<file path="src/rtl/cfr_pkg.sv">
// Package for the continued-fraction ratio unit.
// Holds default widths, register codes, controller states and the command and
// status structs shared by the controller, the datapath and the top level.
package cfr_pkg;

  localparam int FRAC_BITS_DEF = 16;
  localparam int OUT_BITS_DEF  = 32;
  localparam int RATIO_W       = 32;
  localparam int TOL_W         = 16;
  localparam int MAXR_W        = 4;
  localparam int APB_AW        = 3;
  localparam int APB_DW        = 32;

  localparam logic REG_TOLERANCE = 1'b0;
  localparam logic REG_MAX_REFS  = 1'b1;

  localparam logic [TOL_W-1:0]  TOL_RESET  = 16'd1;
  localparam logic [MAXR_W-1:0] MAXR_RESET = 4'd4;

  typedef enum logic [3:0] {
    S_IDLE,
    S_RD_START,
    S_RD_MUL,
    S_ROUND,
    S_CHECK,
    S_DIV,
    S_DA_START,
    S_DA_MUL,
    S_UPDATE,
    S_FINISH
  } cfr_state_e;

  typedef struct packed {
    logic load;
    logic rd_start;
    logic mul_step;
    logic round;
    logic div_start;
    logic div_step;
    logic da_start;
    logic update;
  } cfr_cmd_t;

  typedef struct packed {
    logic mul_done;
    logic div_done;
    logic close;
    logic f_small;
    logic sat;
  } cfr_stat_t;

endpackage

</file>
<file path="src/rtl/cfr_datapath.sv">
// Datapath of the continued-fraction ratio unit: shift-add multiplier,
// restoring divider and the N/D recurrence registers. Uses cfr_pkg.
module cfr_datapath import cfr_pkg::*; #(
  parameter int FRAC_BITS = FRAC_BITS_DEF,
  parameter int OUT_BITS  = OUT_BITS_DEF
) (
  input  logic                 clk_i,
  input  cfr_cmd_t             cmd_i,
  input  logic [RATIO_W-1:0]   ratio_i,
  input  logic [TOL_W-1:0]     tol_i,
  output cfr_stat_t            stat_o,
  output logic [OUT_BITS-1:0]  numer_o,
  output logic [OUT_BITS-1:0]  denom_o,
  output logic                 sat_o
);

  localparam int PW  = RATIO_W + OUT_BITS;
  localparam int MPW = (OUT_BITS > FRAC_BITS + 1) ? OUT_BITS : FRAC_BITS + 1;
  localparam int QB  = 2 * FRAC_BITS + 1;
  localparam int CW  = $clog2(QB + 1);
  localparam int FTW = (FRAC_BITS > TOL_W) ? FRAC_BITS : TOL_W;
  localparam logic [OUT_BITS-1:0] OUT_MAX = '1;
  localparam logic [PW:0] HALF = {{PW{1'b0}}, 1'b1} << (FRAC_BITS - 1);

  logic [RATIO_W-1:0]   r_q;
  logic [FRAC_BITS-1:0] f_q;
  logic [OUT_BITS-1:0]  d_q, dp_q, n_q;
  logic                 sat_q;
  logic [PW-1:0]        acc_q, mc_q, tacc_q, tmc_q;
  logic [MPW-1:0]       mp_q;
  logic [FRAC_BITS-1:0] rem_q;
  logic [QB-1:0]        quo_q;
  logic [CW-1:0]        cnt_q;

  logic [PW:0]          rnd_sum;
  logic                 rnd_ovf;
  logic [PW-1:0]        nsh, diff;
  logic [FRAC_BITS:0]   rem_sh;
  logic                 rem_ge;

  assign rnd_sum = {1'b0, acc_q} + HALF;
  assign rnd_ovf = |rnd_sum[PW:FRAC_BITS+OUT_BITS];
  assign nsh     = {{(PW-OUT_BITS){1'b0}}, n_q} << FRAC_BITS;
  assign diff    = (acc_q >= nsh) ? (acc_q - nsh) : (nsh - acc_q);
  assign rem_sh  = {rem_q, (cnt_q == '0)};
  assign rem_ge  = rem_sh >= {1'b0, f_q};

  always_ff @(posedge clk_i) begin
    if (cmd_i.load) begin
      r_q   <= ratio_i;
      f_q   <= ratio_i[FRAC_BITS-1:0];
      d_q   <= {{(OUT_BITS-1){1'b0}}, 1'b1};
      dp_q  <= '0;
      sat_q <= 1'b0;
    end
    if (cmd_i.rd_start) begin
      acc_q  <= '0;
      tacc_q <= '0;
      mc_q   <= PW'(r_q);
      tmc_q  <= PW'(tol_i);
      mp_q   <= MPW'(d_q);
    end
    if (cmd_i.mul_step) begin
      if (mp_q[0]) begin
        acc_q  <= acc_q + mc_q;
        tacc_q <= tacc_q + tmc_q;
      end
      mc_q  <= mc_q << 1;
      tmc_q <= tmc_q << 1;
      mp_q  <= mp_q >> 1;
    end
    if (cmd_i.round) begin
      if (rnd_ovf) begin
        n_q   <= OUT_MAX;
        sat_q <= 1'b1;
      end else begin
        n_q <= rnd_sum[FRAC_BITS+OUT_BITS-1:FRAC_BITS];
      end
    end
    if (cmd_i.div_start) begin
      rem_q <= '0;
      quo_q <= '0;
      cnt_q <= '0;
    end
    if (cmd_i.div_step) begin
      rem_q <= rem_ge ? FRAC_BITS'(rem_sh - {1'b0, f_q}) : rem_sh[FRAC_BITS-1:0];
      quo_q <= {quo_q[QB-2:0], rem_ge};
      cnt_q <= cnt_q + CW'(1);
    end
    if (cmd_i.da_start) begin
      // next partial quotient is the integer part, the fraction carries on
      acc_q <= PW'(dp_q);
      mc_q  <= PW'(d_q);
      mp_q  <= MPW'(quo_q[QB-1:FRAC_BITS]);
      f_q   <= quo_q[FRAC_BITS-1:0];
    end
    if (cmd_i.update) begin
      dp_q <= d_q;
      if (|acc_q[PW-1:OUT_BITS]) begin
        d_q   <= OUT_MAX;
        sat_q <= 1'b1;
      end else begin
        d_q <= acc_q[OUT_BITS-1:0];
      end
    end
  end

  assign stat_o.mul_done = (mp_q == '0);
  assign stat_o.div_done = (cnt_q == CW'(QB));
  assign stat_o.close    = (diff <= tacc_q);
  assign stat_o.f_small  = (FTW'(f_q) <= FTW'(tol_i)) || (f_q == '0);
  assign stat_o.sat      = sat_q;

  assign numer_o = n_q;
  assign denom_o = d_q;
  assign sat_o   = sat_q;

endmodule

</file>
<file path="src/rtl/cfr_controller.sv">
// Sequencer of the continued-fraction ratio unit.
// Issues datapath commands from cfr_pkg and counts refinement steps.
module cfr_controller import cfr_pkg::*; (
  input  logic              clk_i,
  input  logic              rst_ni,
  input  logic              in_valid_i,
  input  logic              out_free_i,
  input  logic [MAXR_W-1:0] max_refs_i,
  input  cfr_stat_t         stat_i,
  output cfr_cmd_t          cmd_o,
  output logic              in_ready_o,
  output logic              out_load_o
);

  cfr_state_e        state_q, state_d;
  logic [MAXR_W-1:0] step_q, step_d;

  always_ff @(posedge clk_i or negedge rst_ni) begin
    if (!rst_ni) begin
      state_q <= S_IDLE;
      step_q  <= '0;
    end else begin
      state_q <= state_d;
      step_q  <= step_d;
    end
  end

  always_comb begin
    state_d    = state_q;
    step_d     = step_q;
    cmd_o      = '0;
    in_ready_o = 1'b0;
    out_load_o = 1'b0;
    case (state_q)
      S_IDLE: begin
        in_ready_o = 1'b1;
        if (in_valid_i) begin
          cmd_o.load = 1'b1;
          step_d     = '0;
          state_d    = S_RD_START;
        end
      end
      S_RD_START: begin
        cmd_o.rd_start = 1'b1;
        state_d        = S_RD_MUL;
      end
      S_RD_MUL: begin
        if (stat_i.mul_done) begin
          state_d = S_ROUND;
        end else begin
          cmd_o.mul_step = 1'b1;
        end
      end
      S_ROUND: begin
        cmd_o.round = 1'b1;
        state_d     = S_CHECK;
      end
      S_CHECK: begin
        if (step_q >= max_refs_i || stat_i.sat || stat_i.close || stat_i.f_small) begin
          state_d = S_FINISH;
        end else begin
          cmd_o.div_start = 1'b1;
          step_d          = step_q + MAXR_W'(1);
          state_d         = S_DIV;
        end
      end
      S_DIV: begin
        if (stat_i.div_done) begin
          state_d = S_DA_START;
        end else begin
          cmd_o.div_step = 1'b1;
        end
      end
      S_DA_START: begin
        cmd_o.da_start = 1'b1;
        state_d        = S_DA_MUL;
      end
      S_DA_MUL: begin
        if (stat_i.mul_done) begin
          state_d = S_UPDATE;
        end else begin
          cmd_o.mul_step = 1'b1;
        end
      end
      S_UPDATE: begin
        cmd_o.update = 1'b1;
        state_d      = S_RD_START;
      end
      S_FINISH: begin
        // hold the result until the output register frees up
        if (out_free_i) begin
          out_load_o = 1'b1;
          step_d     = '0;
          state_d    = S_IDLE;
        end
      end
      default: begin
        state_d = S_IDLE;
      end
    endcase
  end

  a_step_bound: assert property (@(posedge clk_i) disable iff (!rst_ni)
    (state_q == S_DIV) |-> (step_q <= max_refs_i && step_q != '0))
    else $error("refinement count out of range during division");

endmodule

</file>
<file path="src/rtl/continued_fraction_ratio_unit.sv">
// Top level of the continued-fraction ratio unit: APB registers, output
// register, controller and datapath. Uses cfr_pkg, cfr_controller, cfr_datapath.
//
// Approximates an unsigned fixed-point ratio (FRAC_BITS fraction bits) by a
// fraction numer/denom through a continued-fraction expansion. The first guess
// is denom = 1, numer = round(ratio), halves up; each refinement takes the
// reciprocal of the fractional part and updates denom = denom*a + previous
// denom, numer = round(ratio*denom). It stops when |ratio - numer/denom| is
// within tolerance, when the fraction is within tolerance, after
// max_refinements steps, or when a value clips to OUT_BITS bits (saturated
// set). One item is in work at a time. Each item is accepted in the idle
// state; then for the first guess and after every refinement a serial
// multiply steps over the significant bits of denom (at most OUT_BITS),
// then the product is rounded and the stop conditions are checked; each
// refinement adds a restoring division over 2*FRAC_BITS+1 quotient bits and
// a multiply over the bits of the partial quotient (at most FRAC_BITS+1),
// and a finish state hands the result to the output register. The output
// register lets a new beat be accepted while the last result still waits.
// Registers: tolerance at address 0, max_refinements at address 4; pready
// is always high.
module continued_fraction_ratio_unit import cfr_pkg::*; #(
  parameter int FRAC_BITS = FRAC_BITS_DEF,
  parameter int OUT_BITS  = OUT_BITS_DEF
) (
  input  logic                clk_i,
  input  logic                rst_ni,
  input  logic                psel,
  input  logic                penable,
  input  logic                pwrite,
  input  logic [APB_AW-1:0]   paddr,
  input  logic [APB_DW-1:0]   pwdata,
  output logic [APB_DW-1:0]   prdata,
  output logic                pready,
  input  logic                in_valid_i,
  output logic                in_ready_o,
  input  logic [RATIO_W-1:0]  ratio_value_i,
  output logic                out_valid_o,
  input  logic                out_ready_i,
  output logic [OUT_BITS-1:0] numer_o,
  output logic [OUT_BITS-1:0] denom_o,
  output logic                saturated_o
);

  logic [TOL_W-1:0]    tol_q;
  logic [MAXR_W-1:0]   maxr_q;
  logic                out_valid_q;
  logic [OUT_BITS-1:0] numer_q, denom_q;
  logic                sat_q;

  cfr_cmd_t            cmd;
  cfr_stat_t           stat;
  logic                out_load, out_free;
  logic [OUT_BITS-1:0] dp_numer, dp_denom;
  logic                dp_sat;

  // Register file: written on the access phase, read back as a plain mux.
  assign pready = 1'b1;

  always_ff @(posedge clk_i or negedge rst_ni) begin
    if (!rst_ni) begin
      tol_q  <= TOL_RESET;
      maxr_q <= MAXR_RESET;
    end else if (psel && penable && pwrite) begin
      case (paddr[2])
        REG_TOLERANCE: tol_q  <= pwdata[TOL_W-1:0];
        REG_MAX_REFS:  maxr_q <= pwdata[MAXR_W-1:0];
        default: ;
      endcase
    end
  end

  always_comb begin
    case (paddr[2])
      REG_TOLERANCE: prdata = APB_DW'(tol_q);
      REG_MAX_REFS:  prdata = APB_DW'(maxr_q);
      default:       prdata = '0;
    endcase
  end

  // Output register: free when empty or when its beat leaves this cycle.
  assign out_free = !out_valid_q || out_ready_i;

  always_ff @(posedge clk_i or negedge rst_ni) begin
    if (!rst_ni) begin
      out_valid_q <= 1'b0;
    end else if (out_load) begin
      out_valid_q <= 1'b1;
    end else if (out_ready_i) begin
      out_valid_q <= 1'b0;
    end
  end

  always_ff @(posedge clk_i) begin
    if (out_load) begin
      numer_q <= dp_numer;
      denom_q <= dp_denom;
      sat_q   <= dp_sat;
    end
  end

  cfr_controller u_ctrl (
    .clk_i      (clk_i),
    .rst_ni     (rst_ni),
    .in_valid_i (in_valid_i),
    .out_free_i (out_free),
    .max_refs_i (maxr_q),
    .stat_i     (stat),
    .cmd_o      (cmd),
    .in_ready_o (in_ready_o),
    .out_load_o (out_load)
  );

  cfr_datapath #(
    .FRAC_BITS (FRAC_BITS),
    .OUT_BITS  (OUT_BITS)
  ) u_dp (
    .clk_i   (clk_i),
    .cmd_i   (cmd),
    .ratio_i (ratio_value_i),
    .tol_i   (tol_q),
    .stat_o  (stat),
    .numer_o (dp_numer),
    .denom_o (dp_denom),
    .sat_o   (dp_sat)
  );

  assign out_valid_o = out_valid_q;
  assign numer_o     = numer_q;
  assign denom_o     = denom_q;
  assign saturated_o = sat_q;

  a_denom_nonzero: assert property (@(posedge clk_i) disable iff (!rst_ni)
    out_valid_o |-> (denom_o != '0))
    else $error("result beat with zero denominator");

  a_busy_after_accept: assert property (@(posedge clk_i) disable iff (!rst_ni)
    (in_valid_i && in_ready_o) |=> !in_ready_o)
    else $error("second beat taken while one is in work");

endmodule
</file>
<file path="config.mk">
export PLATFORM = sky130hd
export DESIGN_NAME = continued_fraction_ratio_unit
export DESIGN_NICKNAME = d
export VERILOG_FILES = /design/src/rtl/cfr_pkg.sv /design/src/rtl/cfr_datapath.sv /design/src/rtl/cfr_controller.sv /design/src/rtl/continued_fraction_ratio_unit.sv
export SDC_FILE = /design/constraint.sdc
export NUM_CORES = 2
export LEC_CHECK = 0
export ABC_AREA = 1
export BUFFER_PORTS_ARGS = -buffer_cell sky130_fd_sc_hd__buf_2
export CAP_MARGIN = 20
export CORE_ASPECT_RATIO = 2
export CORE_MARGIN = 5
export CORE_UTILIZATION = 45
export CTS_BUF_LIST = sky130_fd_sc_hd__clkbuf_8 sky130_fd_sc_hd__clkbuf_16
export DETAILED_ROUTE_END_ITERATION = 12
export PLACE_DENSITY = 0.67
export SKIP_LAST_GASP = 1
export SLEW_MARGIN = 10
export SYNTH_ARGS = -nofsm -noshare
export SYNTH_HDL_FRONTEND = slang
export SYNTH_SLANG_ARGS = --single-unit
export TNS_END_PERCENT = 5
</file>
<file path="constraint.sdc">
create_clock -name clk_i -period 15.4 [get_ports clk_i]
set_clock_uncertainty 0.2 [all_clocks]
set_input_delay 2.31 -clock clk_i [delete_from_list [all_inputs] [get_ports clk_i]]
set_output_delay 2.31 -clock clk_i [all_outputs]
set_load 0.02 [all_outputs]
</file>
Yosys cells after proc, flatten, opt, wreduce, memory -nomap -nowiden
Index checks and enable logic that the tools add are counted.
Widths: inputs -> output; s select.
{"block": "totals", "register_bits": 582, "input_bits": 74, "out_inout_bits": 100, "elab_cells": 147}
{"block": "classes", "add_sub_neg": 8, "n_lt_le_gt_ge": 5, "n_eq_ne": 16, "n_mux": 63, "n_bitwise": 1, "n_reduce_logical": 27}
{"operator": "$mux 64", "count": 11}
{"operator": "$mux 32", "count": 7}
{"operator": "$add 64x64->64", "count": 2}
{"operator": "$mux 16", "count": 5}
{"operator": "$mux 33", "count": 2}
{"operator": "$add 64x16->65 const B", "count": 1}
{"operator": "$ge 64x48->1", "count": 1}
{"operator": "$le 64x64->1", "count": 1}
{"operator": "$pmux 32 s2", "count": 1}
{"operator": "$sub 48x64->64", "count": 1}
{"operator": "$sub 64x48->64", "count": 1}
{"operator": "$mux 31", "count": 2}
{"operator": "$pmux 4 s10", "count": 1}
{"operator": "$logic_not 32->1", "count": 1}
{"operator": "$mux 4", "count": 8}
{"operator": "$reduce_or 32->1", "count": 1}
{"operator": "$mux 1", "count": 22}
{"operator": "$ge 17x16->1", "count": 1}
{"operator": "$mux 17", "count": 1}
{"operator": "$reduce_or 17->1", "count": 1}
{"operator": "$eq 4x3->1 const B", "count": 4}
{"operator": "$le 16x16->1", "count": 1}
{"operator": "$logic_not 16->1", "count": 1}
{"operator": "$sub 16x16->16", "count": 1}
{"operator": "22 further kinds", "count": 42}

Longest topological paths before layout
{"block": "depth", "depth_word": 9, "depth_mapped": 35, "ltp_nobuf": 33}

By module
From an unflattened synthesis, not the netlist that was laid out.
{"block": "unflattened", "cells_unflattened": 6698, "hier_area_um2": 44670.3}
{"module": "cfr_datapath", "instances": 1, "cells_each": 6380, "area_per_inst_um2": 40862.9, "seq_area_each_um2": 12882.4}
{"module": "continued_fraction_ratio_unit", "instances": 1, "cells_each": 218, "area_per_inst_um2": 3139.3, "seq_area_each_um2": 2479.9}
{"module": "cfr_controller", "instances": 1, "cells_each": 100, "area_per_inst_um2": 668.1, "seq_area_each_um2": 200.2}

Least setup slack after synthesis
No wires, ideal clock.
{"block": "synth_path", "path_type": "input to register", "startpoint": "input out_ready_i", "endpoint": "register denom_q[0], in the netlist denom_o[0], enable pin", "setup_ns": 0.488, "t_arrival_ns": 5.069, "t_required_ns": 14.712, "setup_slack_ns": 9.642, "path_stages": 2, "path_buffers": 0, "path_cell_list": "nor2_1 nor2_1"}
{"block": "synth_via", "elab_chain_cells": 3}
{"element": "start: declaration", "line_no": "continued_fraction_ratio_unit.sv:38", "text": "input logic out_ready_i,"}
{"element": "$logic_or 1x1->1", "line_no": "continued_fraction_ratio_unit.sv:81", "text": "assign out_free = !out_valid_q || out_ready_i;"}
{"element": "$mux 1", "line_no": "cfr_controller.sv:91", "text": "if (out_free_i) begin"}
{"element": "$mux 1", "line_no": "cfr_controller.sv:34", "text": "case (state_q)"}
{"element": "net out_load", "line_no": "continued_fraction_ratio_unit.sv:52", "text": "logic out_load, out_free;"}
{"element": "end signal: assignment", "line_no": "continued_fraction_ratio_unit.sv:96", "text": "denom_q <= dp_denom;"}
{"element": "end: declaration", "line_no": "continued_fraction_ratio_unit.sv:47", "text": "logic [OUT_BITS-1:0] numer_q, denom_q;"}
The timed path passes the listed nets, and every way through them passes these cells.
A chain may end at the register's enable or synchronous reset.

Worst setup path in the final report
{"block": "layout_path", "startpoint": "register u_dp.acc_q[16]", "endpoint": "register u_dp.quo_q[27], enable pin"}
{"block": "layout_via", "elab_chain_cells": 8, "elab_cells_between_ends": 10, "classes_between": "add/sub (2); order compare (2); mux (3); reduce/logical (3)"}
{"element": "start: declaration", "line_no": "cfr_datapath.sv:29", "text": "logic [PW-1:0] acc_q, mc_q, tacc_q, tmc_q;"}
{"element": "start signal: assignment", "line_no": "cfr_datapath.sv:65", "text": "acc_q <= acc_q + mc_q;"}
{"element": "start signal: assignment", "line_no": "cfr_datapath.sv:92", "text": "acc_q <= PW'(dp_q);"}
{"element": "$sub 48x64->64 (tied with other cells)", "line_no": "cfr_datapath.sv:44", "text": "assign diff = (acc_q >= nsh) ? (acc_q - nsh) : (nsh - acc_q);"}
{"element": "$mux 64 *", "line_no": "cfr_datapath.sv:44"}
{"element": "$le 64x64->1 *", "line_no": "cfr_datapath.sv:110", "text": "assign stat_o.close = (diff <= tacc_q);"}
{"element": "$logic_or 1x1->1 * (2 in series)", "line_no": "cfr_controller.sv:59", "text": "if (step_q >= max_refs_i || stat_i.sat || stat_i.close || stat_i.f_small) begin"}
{"element": "$mux 1 *", "line_no": "cfr_controller.sv:59"}
{"element": "$mux 1 *", "line_no": "cfr_controller.sv:34"}
{"element": "$reduce_bool 2->1 (no source line) *"}
{"element": "end signal: assignment", "line_no": "cfr_datapath.sv:87", "text": "quo_q <= {quo_q[QB-2:0], rem_ge};"}
{"element": "end: declaration", "line_no": "cfr_datapath.sv:32", "text": "logic [QB-1:0] quo_q;"}
Every way passes the cells marked *; elsewhere a longest branch is shown, timed or not.

==> run summary <==
Worst Hold End: u_dp.acc_q[28]
largest net degree at the start of global routing: 88
setup TNS: 0 ns
CP required: 15.52 ns
met3 Use GR: 6.55%
Mapped Cells: 6366
core area: 97100 um^2
Fillers: 10200
Reg area: 15600 um^2
post-DP HPWL: 154000 um
most common cell in the netlist: nand2_1
area delta synth->final: 8.62%
post-CTS sizing: 0
io pins: 174
internal power: 5.06 mW
Post-synth ARST share: 4.98%
Leak: 22.6 nW
CTS Root Cell: clkbuf_16
pwr dens: 234 nW/um^2
vias per cell: 5.68
total number of vias: 43800
Clock transition at path regs: 0.07 ns
final wirelength: 196000 um
share of layout cells above drive strength 1: 5.47%
switch share: 54.5%
syn_area_per_cell: 6.88 um^2
crit path time final: 7.55 ns
post-synthesis sequential area ratio: 35.5%
RR Endpoint: u_dp.quo_q[27]
Post-synth EDFFs: 376
CTS tree: built
CTS Buffer Depth: 3
Hold WS: 0.231 ns
Synth Warn #: 0
initial antenna violation count: 5
Crit Path Category: reg2reg
Routed Antenna Nets: 0
first-pass GRT wire length: 279000 um
CTS Hold Bufs: 0
Initial Util: 45.1%
WHS Path Cells: 2
H-tree depth: 2
Synth top area share: 25.8%
number of global-route vias before repair: 43900
crit-path max FO: 55
dominant synthesized flop cell: edfxtp_1
status: finished, final reports clean
Final nets: 6814
final setup violation count: 0
die area: 104000 um^2
flop2flop setup slack: 7.85 ns
HP Start: u_dp.dp_q[28]
first-pass detailed-route iteration total: 6
Port Buffers: 138
synthesized area: 43800 um^2
die height: 451 um
Clk Latency, worst-skew pair: 0.70 ns
CP startpoint kind: register
worst r2r src: u_dp.acc_q[16]
CP Capture Type: register
met2 usage: 65.2%
most frequent cells after synthesis: nand2_1, inv_1, nor2_1
leading area contributor after synthesis: edfxtp_1
CTS Sinks: 582
max cap viols: 0
gpl congestion: 1.08
GRT overflow: 0
Cell Rows: 162
number of synthesized register bits: 582
Clk network pwr share: 13.7%
final slew viol count: 0
RSZ-0062 raised after global routing: false
WL/cell: 25.4 um
synth unique cells: 57
largest cells by area after synthesis: edfxtp_1, nand2_1, inv_1
cells on worst reg2reg path: 26
DR iter-0 viols: 3438
Hold Fails Final Rpt: 0
clock buffer count from CTS: 56
gr usage total: 36.4%
Psw: 6.07 mW
worst-margin pin slew: 1.21 ns
Max Clk Rate: 0.132 GHz
multi-input gate area in the final layout: 23400 um^2
hold crit path type: reg2reg
slew margin rel.: 18.8%
grt peak-use layer: met2
Comb power frac: 60.4%
sequential share of power: 25.8%
die width: 231 um
Worst VDD drop: 202 uV
Worst EP arrival: 7.67 ns
period utilisation layout: 49.0%
DRC: 0
# Post-CTS Setup Buffers: 0
met1 usage: 33.9%
==> cell type report <==
| cell class | count | area share (%) |
|---|---|---|
| Multi-Input combinational cell | 4537 | 49.2 |
| Sequential cell | 582 | 32.7 |
| Inverter | 1084 | 8.56 |
| Tap cell | 1230 | 3.23 |
| Clock buffer | 61 | 3.09 |
| Timing Repair Buffer | 179 | 2.09 |
| Clock inverter | 45 | 1.09 |
| Antenna cell | 2 | 0.0105 |
==> layer usage <==
metal	share of wire (%)	vias up
met2	49	1803
met3	6.2	813
met1	32	20400
met5	0.0082	-
li1	-	20800
met4	13	2
==> how the worst max path moves through the flow <==
stage	startpoint	to	slack (ns)	cells after the start
2_1_floorplan	out_ready_i	denom_o[0]	9.64	2
3_3_place_gp	u_dp.acc_q[16]	u_dp.quo_q[31]	8.20	26
3_5_place_dp	u_dp.acc_q[16]	u_dp.cnt_q[2]	8.13	26
4_1_cts	u_dp.acc_q[16]	u_dp.quo_q[24]	8.10	26
5_1_grt	u_dp.acc_q[16]	u_dp.cnt_q[2]	7.64	26
6_report	u_dp.acc_q[16]	u_dp.quo_q[27]	7.85	26
==> flip-flops by register name (all words and copies together), names as in the netlist, 33 cells and up <==
signal and count:
u_dp.quo_q 33, u_dp.tmc_q 64, u_dp.tacc_q 64, u_dp.mc_q 64, u_dp.acc_q 64
==> cells in the final DEF, fill, tap and decap left out, types with 8 or more instances in the layout <==
cell type,instances
buf_4,39
conb_1,17
a21oi_2,12
nand2_2,11
o21ai_1,22
nor4_1,14
nor2_4,8
ha_1,296
dfxtp_1,177
a21o_1,12
xor2_1,133
clkbuf_16,56
o21a_1,14
o31ai_1,18
nor2_1,796
nand4_1,120
nor3_1,66
nand3_1,362
nand2_1,1593
edfxtp_1,376
a21oi_1,471
o211ai_1,13
o22ai_1,85
xnor2_1,21
a21boi_0,9
clkinv_1,9
clkinv_2,9
bufinv_16,8
o21bai_1,48
nor2_2,12
nand3b_1,12
o21ai_0,331
inv_2,18
inv_1,1068
buf_2,140
dfrtp_1,27
==> power groups by stage <==
stage / clock [mW] / combinational [mW] / sequential [mW]
finish: 1.53 / 6.72 / 2.87
CTS: 1.54 / 6.56 / 2.85
floorplan: 0 / 4.36 / 2.61
global placement: 0 / 6.45 / 2.87
global route: 1.61 / 7.31 / 2.90
detailed placement: 0 / 6.52 / 2.88
==> through the flow <==
stage	area (um^2)	power, mW	utilization [%]	instances	setup WS [ns]
after floorplan	43900	6.97	-	6381	9.64
after global placement	45600	9.32	46.9	7610	8.20
after detailed placement	45600	9.40	46.9	7611	8.13
after CTS	47600	10.9	49.0	7717	8.10
after global routing	47600	11.8	49.0	7718	7.64
final	47600	11.1	49.0	7720	7.85
==> worst max-delay path, stage by stage, from the launching register on <==
cell and delay [ns]:
dfxtp_1 0.40, inv_1 0.16, ha_1 0.25, inv_1 0.13, fa_1 0.50, inv_1 0.14
o21ai_4 0.12, a21oi_1 0.38, o21ai_2 0.15, nand2_1 0.08, and2_4 0.14, nand2_2 0.24
inv_2 0.51, buf_4 0.48, nand2_2 0.24, nand2_1 0.11, inv_1 0.04, ha_1 0.28
inv_1 0.06, nor3_1 0.16, nand2_1 0.16, nor2_1 0.72, a21oi_1 0.28, nand2_1 0.30
nand3_1 0.18, nand2_2 0.09, buf_4 0.58
==> logic make-up (layout without fill, tap and decap cells) <==
group,Yosys count,in the layout,synth area share [%]
XOR/XNOR,154,154,3.08
adder cells (fa/ha/maj),300,300,8.64
AO/OA/AOI/OAI,1049,1049,13.1
buffers and inverters,1262,1369,11.3
AND/OR/NAND/NOR,3017,3017,28.3
flip-flops,582,582,35.5
other,2,19,0.0171
(Power assumes the default switching activity.)
